**src/rtl/fbwpa_pkg.sv**
```systemverilog
// Shared types and constants of the flash block write-pointer allocator.
// Used by the bitmap store, the byte scanner and the top level.
`default_nettype none

package fbwpa_pkg;

  // Default geometry of the flash array
  localparam int NUM_BLOCKS_DEF      = 4096;
  localparam int RESERVED_BLOCKS_DEF = 8;
  localparam int PAGES_PER_BLOCK_DEF = 64;

  // Fixed field widths of the item and result channels
  localparam int FUNC_W     = 2;
  localparam int IDX_W      = 9;
  localparam int BYTE_W     = 8;
  localparam int BLK_OUT_W  = 12;
  localparam int PAGE_OUT_W = 6;

  // Item function codes
  typedef enum logic [FUNC_W-1:0] {
    FN_LOAD   = 2'd0,
    FN_LOCATE = 2'd1,
    FN_OPEN   = 2'd2,
    FN_APPEND = 2'd3
  } func_t;

  // Per-block predicate that the scanner tests
  typedef enum logic [1:0] {
    PRED_FREE  = 2'd0,
    PRED_USED  = 2'd1,
    PRED_VALID = 2'd2
  } pred_t;

  // Scan launch from the sequencer
  typedef struct packed {
    logic  go;
    logic  bwd;
    pred_t pred;
  } scan_cmd_t;

  // Scan completion back to the sequencer
  typedef struct packed {
    logic done;
    logic found;
  } scan_sts_t;

endpackage

`default_nettype wire

```
**src/rtl/fbwpa_scan.sv**
```systemverilog
// Shared byte scanner: finds the first (or last) block in a range whose
// bitmap bits meet a predicate, one bitmap byte per cycle. Uses fbwpa_pkg.
`default_nettype none

module fbwpa_scan
  import fbwpa_pkg::*;
#(
  parameter int  NUM_BLOCKS = NUM_BLOCKS_DEF,
  localparam int BW         = $clog2(NUM_BLOCKS),
  localparam int AW         = BW - 3,
  localparam int XW         = BW + 2
) (
  input  wire logic              clk,
  input  wire logic              rst_n,
  input  wire scan_cmd_t         cmd,
  input  wire logic [XW-1:0]     lo,
  input  wire logic [XW-1:0]     hi,
  input  wire logic [BYTE_W-1:0] rd_health,
  input  wire logic [BYTE_W-1:0] rd_free,
  output logic      [AW-1:0]     raddr,
  output scan_sts_t              sts,
  output logic      [BW-1:0]     blk
);

  logic          busy_r;
  logic          empty_r;
  logic          iss_r;
  logic          pend_r;
  logic          bwd_r;
  pred_t         pred_r;
  logic [BW-1:0] lo_r;
  logic [BW-1:0] hi_r;
  logic [AW-1:0] iaddr_r;
  logic [AW-1:0] last_addr_r;
  logic [AW-1:0] paddr_r;

  logic              empty_in;
  logic [BYTE_W-1:0] hit;
  logic [BYTE_W-1:0] mask;
  logic [BYTE_W-1:0] match;
  logic [2:0]        pos;
  logic              any;

  assign empty_in = $signed(lo) > $signed(hi);
  assign raddr    = iaddr_r;

  // Predicate over the byte that just came back
  always_comb begin
    unique case (pred_r)
      PRED_FREE:  hit = rd_free;
      PRED_USED:  hit = ~rd_free;
      PRED_VALID: hit = rd_health & rd_free;
      default:    hit = '0;
    endcase
  end

  // Trim the end bytes to the block range, then pick first or last hit
  always_comb begin
    for (int k = 0; k < BYTE_W; k++) begin
      mask[k] = (paddr_r != lo_r[BW-1:3] || 3'(k) >= lo_r[2:0]) &&
                (paddr_r != hi_r[BW-1:3] || 3'(k) <= hi_r[2:0]);
    end
    match = hit & mask;
    any   = |match;
    pos   = '0;
    for (int k = 0; k < BYTE_W; k++) begin
      if (bwd_r) begin
        if (match[k]) pos = 3'(k);
      end else if (match[BYTE_W-1-k]) begin
        pos = 3'(BYTE_W-1-k);
      end
    end
  end

  assign sts.done  = busy_r && (empty_r || (pend_r && (any || paddr_r == last_addr_r)));
  assign sts.found = busy_r && !empty_r && pend_r && any;
  assign blk       = {paddr_r, pos};

  // Control: launch, issue one byte a cycle, stop on hit or range end
  always_ff @(posedge clk) begin
    if (!rst_n) begin
      busy_r  <= 1'b0;
      empty_r <= 1'b0;
      iss_r   <= 1'b0;
      pend_r  <= 1'b0;
    end else if (cmd.go) begin
      busy_r  <= 1'b1;
      empty_r <= empty_in;
      iss_r   <= !empty_in;
      pend_r  <= 1'b0;
    end else if (sts.done) begin
      busy_r <= 1'b0;
      iss_r  <= 1'b0;
      pend_r <= 1'b0;
    end else begin
      pend_r <= iss_r;
      if (iss_r && iaddr_r == last_addr_r) begin
        iss_r <= 1'b0;
      end
    end
  end

  // Payload: range, direction and byte addresses
  always_ff @(posedge clk) begin
    if (cmd.go) begin
      bwd_r       <= cmd.bwd;
      pred_r      <= cmd.pred;
      lo_r        <= lo[BW-1:0];
      hi_r        <= hi[BW-1:0];
      iaddr_r     <= cmd.bwd ? hi[BW-1:3] : lo[BW-1:3];
      last_addr_r <= cmd.bwd ? lo[BW-1:3] : hi[BW-1:3];
    end else if (iss_r) begin
      paddr_r <= iaddr_r;
      if (iaddr_r != last_addr_r) begin
        iaddr_r <= bwd_r ? iaddr_r - AW'(1) : iaddr_r + AW'(1);
      end
    end
  end

endmodule

`default_nettype wire

```
**config.mk**
```make
export PLATFORM = sky130hd
export DESIGN_NAME = fbwpa_scan
export DESIGN_NICKNAME = d
export VERILOG_FILES = /design/src/rtl/fbwpa_pkg.sv /design/src/rtl/fbwpa_scan.sv
export SDC_FILE = /design/constraint.sdc
export NUM_CORES = 1
export LEC_CHECK = 0
export ABC_AREA = 1
export BUFFER_PORTS_ARGS = -buffer_cell sky130_fd_sc_hd__buf_2
export CAP_MARGIN = 20
export CELL_PAD_IN_SITES_DETAIL_PLACEMENT = 0
export CELL_PAD_IN_SITES_GLOBAL_PLACEMENT = 1
export CORE_MARGIN = 3
export CORE_UTILIZATION = 45
export DETAILED_ROUTE_END_ITERATION = 10
export PLACE_DENSITY = 0.91
export SYNTH_ARGS = -nofsm -noshare
export SYNTH_HDL_FRONTEND = slang
export SYNTH_SLANG_ARGS = --single-unit
```
**constraint.sdc**
```tcl
create_clock -name clk -period 3.8 [get_ports clk]
set_input_delay 0.19 -clock clk [delete_from_list [all_inputs] [get_ports clk]]
set_output_delay 0.19 -clock clk [all_outputs]
set_load 0.02 [all_outputs]
```
==> impl_metrics.csv <==
group,metric,value,unit
outcome,outcome,"complete, no violations",
timing,clock_skew,0.00876,ns
final_layout,finish.utilization,0.559,
critical_path,worstRegToRegCells,11,
clock_network,cts.repair.resized,0,
final_layout,final_layout_size_suffix_gt1_frac,0.209,
logic_synthesis,unique_cell_type_count_in_the_yosys_netlist,36,
logic_synthesis,postSynth.asyncResetShare,0,
placement,finalWeightedCongestion,0.921,
timing,relSlewSlack,0.264,
logic_synthesis,synth_enable_flop_cells,54,
logic_synthesis,syn_avg_cell_area,9.00,um^2
clock_network,worst_skew_pair.late_latency,0.35,ns
hold_path,hold_path_depth,1,
timing,setup_viol_count_final,0,
timing,final_hold_viol_count,0,
critical_path,crit_path_cell_trace,"inv_1, fa_1, o211ai_1, nand2_1, nand2_1, a21o_1, nand2_1, nand2_1, a21oi_1, nor2_1, o21ai_0",
drt,wl_per_cell,15.0,um
critical_path,cpPeakStageDelay,0.74,ns
timing,slew_viol_final,0,
global_routing,via_count_of_the_first_global_routing_pass,3127,
drt,antenna_left,0,
timing,rsz_0062_raised_after_global_routing,"false",
timing,final.setup.tns,0,ns
critical_path,type_of_the_worst_setup_path,"flop to flop",
final_layout,insertedDiodeCount,0,
clock_network,cts-root-to-sink-buffers,2,
clock_network,post-cts-setup-buffers,0,
floorplan,num_rows,32,
logic_synthesis,synth-warning-count,0,
drt,first_iter_violations,159,
logic_synthesis,synthTopCellsByCount,"sky130_fd_sc_hd__nand2_1, sky130_fd_sc_hd__edfxtp_1, sky130_fd_sc_hd__inv_1",
logic_synthesis,ys_seq_area_frac,0.455,
floorplan,chipWidth,97.1,um
flow_run,drv.max_cap_violation_count,0,
global_routing,antenna_found_initial,0,
logic_synthesis,yosys.area.top_type_share,0.434,
power_and_ir_drop,cellLeakagePower,1.96,nW
critical_path,endpoint_kind,"flop",
drt,first_pass_iters,4,
global_routing,overflow,0,
logic_synthesis,post-synth-top-count-cell,"sky130_fd_sc_hd__nand2_1",
global_routing,maximum_number_of_pins_on_one_net_before_global_route_repair,38,
clock_network,clock_transition_at_the_registers_of_the_reported_paths,0.07,ns
global_routing,gr-usage-all-layers,0.197,
clock_network,cts_tree,"built",
logic_synthesis,yosys-top-cells-area,"sky130_fd_sc_hd__edfxtp_1, sky130_fd_sc_hd__nand2_1, sky130_fd_sc_hd__ha_1",
hold_path,worstHoldEndpoint,"pred_r[0]$_DFFE_PP_",
clock_network,ctsRootBufferMaster,"sky130_fd_sc_hd__clkbuf_8",
clock_network,ctsHoldBuffers,0,
floorplan,core-area,7890,um^2
clock_network,clock-sinks,58,
clock_network,cts-htree-levels,3,
critical_path,critical_path_peak_fanout,18,
global_routing,grt_first_pass_wirelength,14800,um
power_and_ir_drop,peakVddDrop,0.192,mV
critical_path,crit_path_frequent_cell,"sky130_fd_sc_hd__nand2_1",
floorplan,io_pins,73,
logic_synthesis,synthDominantAreaCellType,"sky130_fd_sc_hd__edfxtp_1",
critical_path,regToRegEndpoint,"raddr[8]$_DFFE_PP_",
hold_path,min-delay-start,"cmd[0]",
floorplan,initial_cell_density_of_the_core,0.474,
timing,worst-slew-pin-transition,1.10,ns
final_layout,filler_cell_count,727,
clock_network,clock_buffers_created_by_tritoncts,9,
placement,placement.io_buffers,72,
critical_path,cpMaxStageDelayCell,"sky130_fd_sc_hd__edfxtp_1",
critical_path,timing.critical_path.arrival,2.76,ns
hold_path,hold_path_class,"input pin to flop",
critical_path,r2r_start,"bwd_r$_DFFE_PP_",
critical_path,reg2reg_slack,1.13,ns
critical_path,worstPathRequired,3.89,ns
floorplan,design.die.area,9430,um^2
drt,finalWirelength,8960,um
floorplan,dieHeight,97.1,um
logic_synthesis,mappedNetlistNets,487,
drt,dr_total_vias,3099,
drt,route.detailed.drc,0,
timing,period_minus_slack,2.67,ns
final_layout,number_of_nets_in_the_finished_design,564,
timing,achievable-frequency,375,MHz
final_layout,area.growth.synth_to_final,18.0,%
drt,via_per_inst,5.17,
logic_synthesis,synth-seq-cells,58,
power_and_ir_drop,power.density,432,nW/um^2
critical_path,startpoint_type,"flop",
logic_synthesis,synth_top_flop_cell,"sky130_fd_sc_hd__edfxtp_1",
timing,final_min_period_over_clock_period,0.702,
logic_synthesis,syn_area,3740,um^2
placement,dp_hpwl,7000,um
logic_synthesis,netlist_instances,415,
-- where the power goes --
| part | internal, mW | leakage (nW) | total (mW) | switching, mW |
|---|---|---|---|---|
| Combinational | 0.182 | 1.29 | 0.460 | 0.278 |
| Clock | 0.368 | 0.107 | 0.614 | 0.246 |
| Sequential | 0.772 | 0.557 | 0.830 | 0.0586 |
-- per-layer routing --
| layer | share of wire | wire, um | track usage |
|---|---|---|---|
| met5 | 0 | 0 | 0 |
| met4 | 0.017 | 155 | 0.0724 |
| met3 | 0.066 | 591 | 0.0445 |
| met2 | 0.48 | 4320 | 0.326 |
| met1 | 0.43 | 3890 | 0.251 |
-- metrics by stage --
stage / cell area [um^2] / total power [mW] / setup WS, ns / instances / hold slack, ns
finish: 4410 / 1.90 / 1.13 / 599 / 0.0240
global route: 4410 / 2.02 / 0.872 / 599 / 0.0146
CTS: 4410 / 1.91 / 1.16 / 599 / 0.0120
detailed placement: 4200 / 1.30 / 1.17 / 583 / 0.369
global placement: 4200 / 1.29 / 1.29 / 583 / 0.368
floorplan: 3740 / 1.15 / 1.44 / 415 / 0.289
-- worst max path at each step --
stage	startpoint	to	slack (ns)	cells after the start
after global routing	bwd_r$_DFFE_PP_	raddr[8]$_DFFE_PP_	0.87	11
after global placement	bwd_r$_DFFE_PP_	raddr[8]$_DFFE_PP_	1.29	11
after detailed placement	bwd_r$_DFFE_PP_	raddr[8]$_DFFE_PP_	1.17	11
after CTS	bwd_r$_DFFE_PP_	raddr[8]$_DFFE_PP_	1.16	11
after floorplan	bwd_r$_DFFE_PP_	raddr[8]$_DFFE_PP_	1.44	12
final	bwd_r$_DFFE_PP_	raddr[8]$_DFFE_PP_	1.13	11
-- critical path: cells and delay by family (launching register included) --
kind	cells	cell delay (ns)
flip-flops	1	0.74
AO/OA/AOI/OAI	4	0.53
adder cells (fa/ha/maj)	1	0.46
AND/OR/NAND/NOR	5	0.43
buffers and inverters	1	0.25
-- area by class of cell --
cell class                      count  area [um^2]  area share
Clock buffer                       11          131      0.0298
Tap cell                          102          128      0.0290
Sequential cell                    58         1700       0.386
Clock inverter                      5         78.8      0.0179
Inverter                           45          169      0.0383
Timing Repair Buffer               73          368      0.0835
Multi-Input combinational cell    305         1830       0.416
-- cell families after synthesis --
kind of cell / synth area share
adders and majority gates: 0.0757
buffers and inverters: 0.0543
muxes: 0.00268
and+or+nand+nor: 0.216
xor gates and xnor gates: 0.0985
AOI/OAI and AO/OA: 0.0975
DFF: 0.455
-- layout by cell type, fill, tap and decap left out, types with 2 or more instances in the layout --
cell                        count
sky130_fd_sc_hd__o211ai_1       2
sky130_fd_sc_hd__nand3b_1       2
sky130_fd_sc_hd__nor2_4         4
sky130_fd_sc_hd__bufinv_16      2
sky130_fd_sc_hd__nand2_1       86
sky130_fd_sc_hd__nor3_1         3
sky130_fd_sc_hd__o22ai_1        7
sky130_fd_sc_hd__clkbuf_8       9
sky130_fd_sc_hd__a21boi_0       2
sky130_fd_sc_hd__clkbuf_1       2
sky130_fd_sc_hd__ha_1          21
sky130_fd_sc_hd__dfxtp_1        4
sky130_fd_sc_hd__a21oi_1       20
sky130_fd_sc_hd__inv_1         45
sky130_fd_sc_hd__or2_2          3
sky130_fd_sc_hd__edfxtp_1      54
sky130_fd_sc_hd__nand3_1       30
sky130_fd_sc_hd__xor2_1        14
sky130_fd_sc_hd__nand4_1        7
sky130_fd_sc_hd__buf_2         72
sky130_fd_sc_hd__clkinv_2       2
sky130_fd_sc_hd__nand2_2        2
sky130_fd_sc_hd__o21ai_0       26
sky130_fd_sc_hd__nor2_2         2
sky130_fd_sc_hd__nand3_2        5
sky130_fd_sc_hd__xnor2_1       28
sky130_fd_sc_hd__nor2_1        29
-- registers in the layout, summed over array words and instances, names as in the netlist --
name	count
pend_r	1
lo_r	12
busy_r	1
iss_r	1
bwd_r	1
hi_r	12
empty_r	1
last_addr_r	9
pred_r	2
paddr_r	9
raddr	9
(Power assumes the default switching activity.)
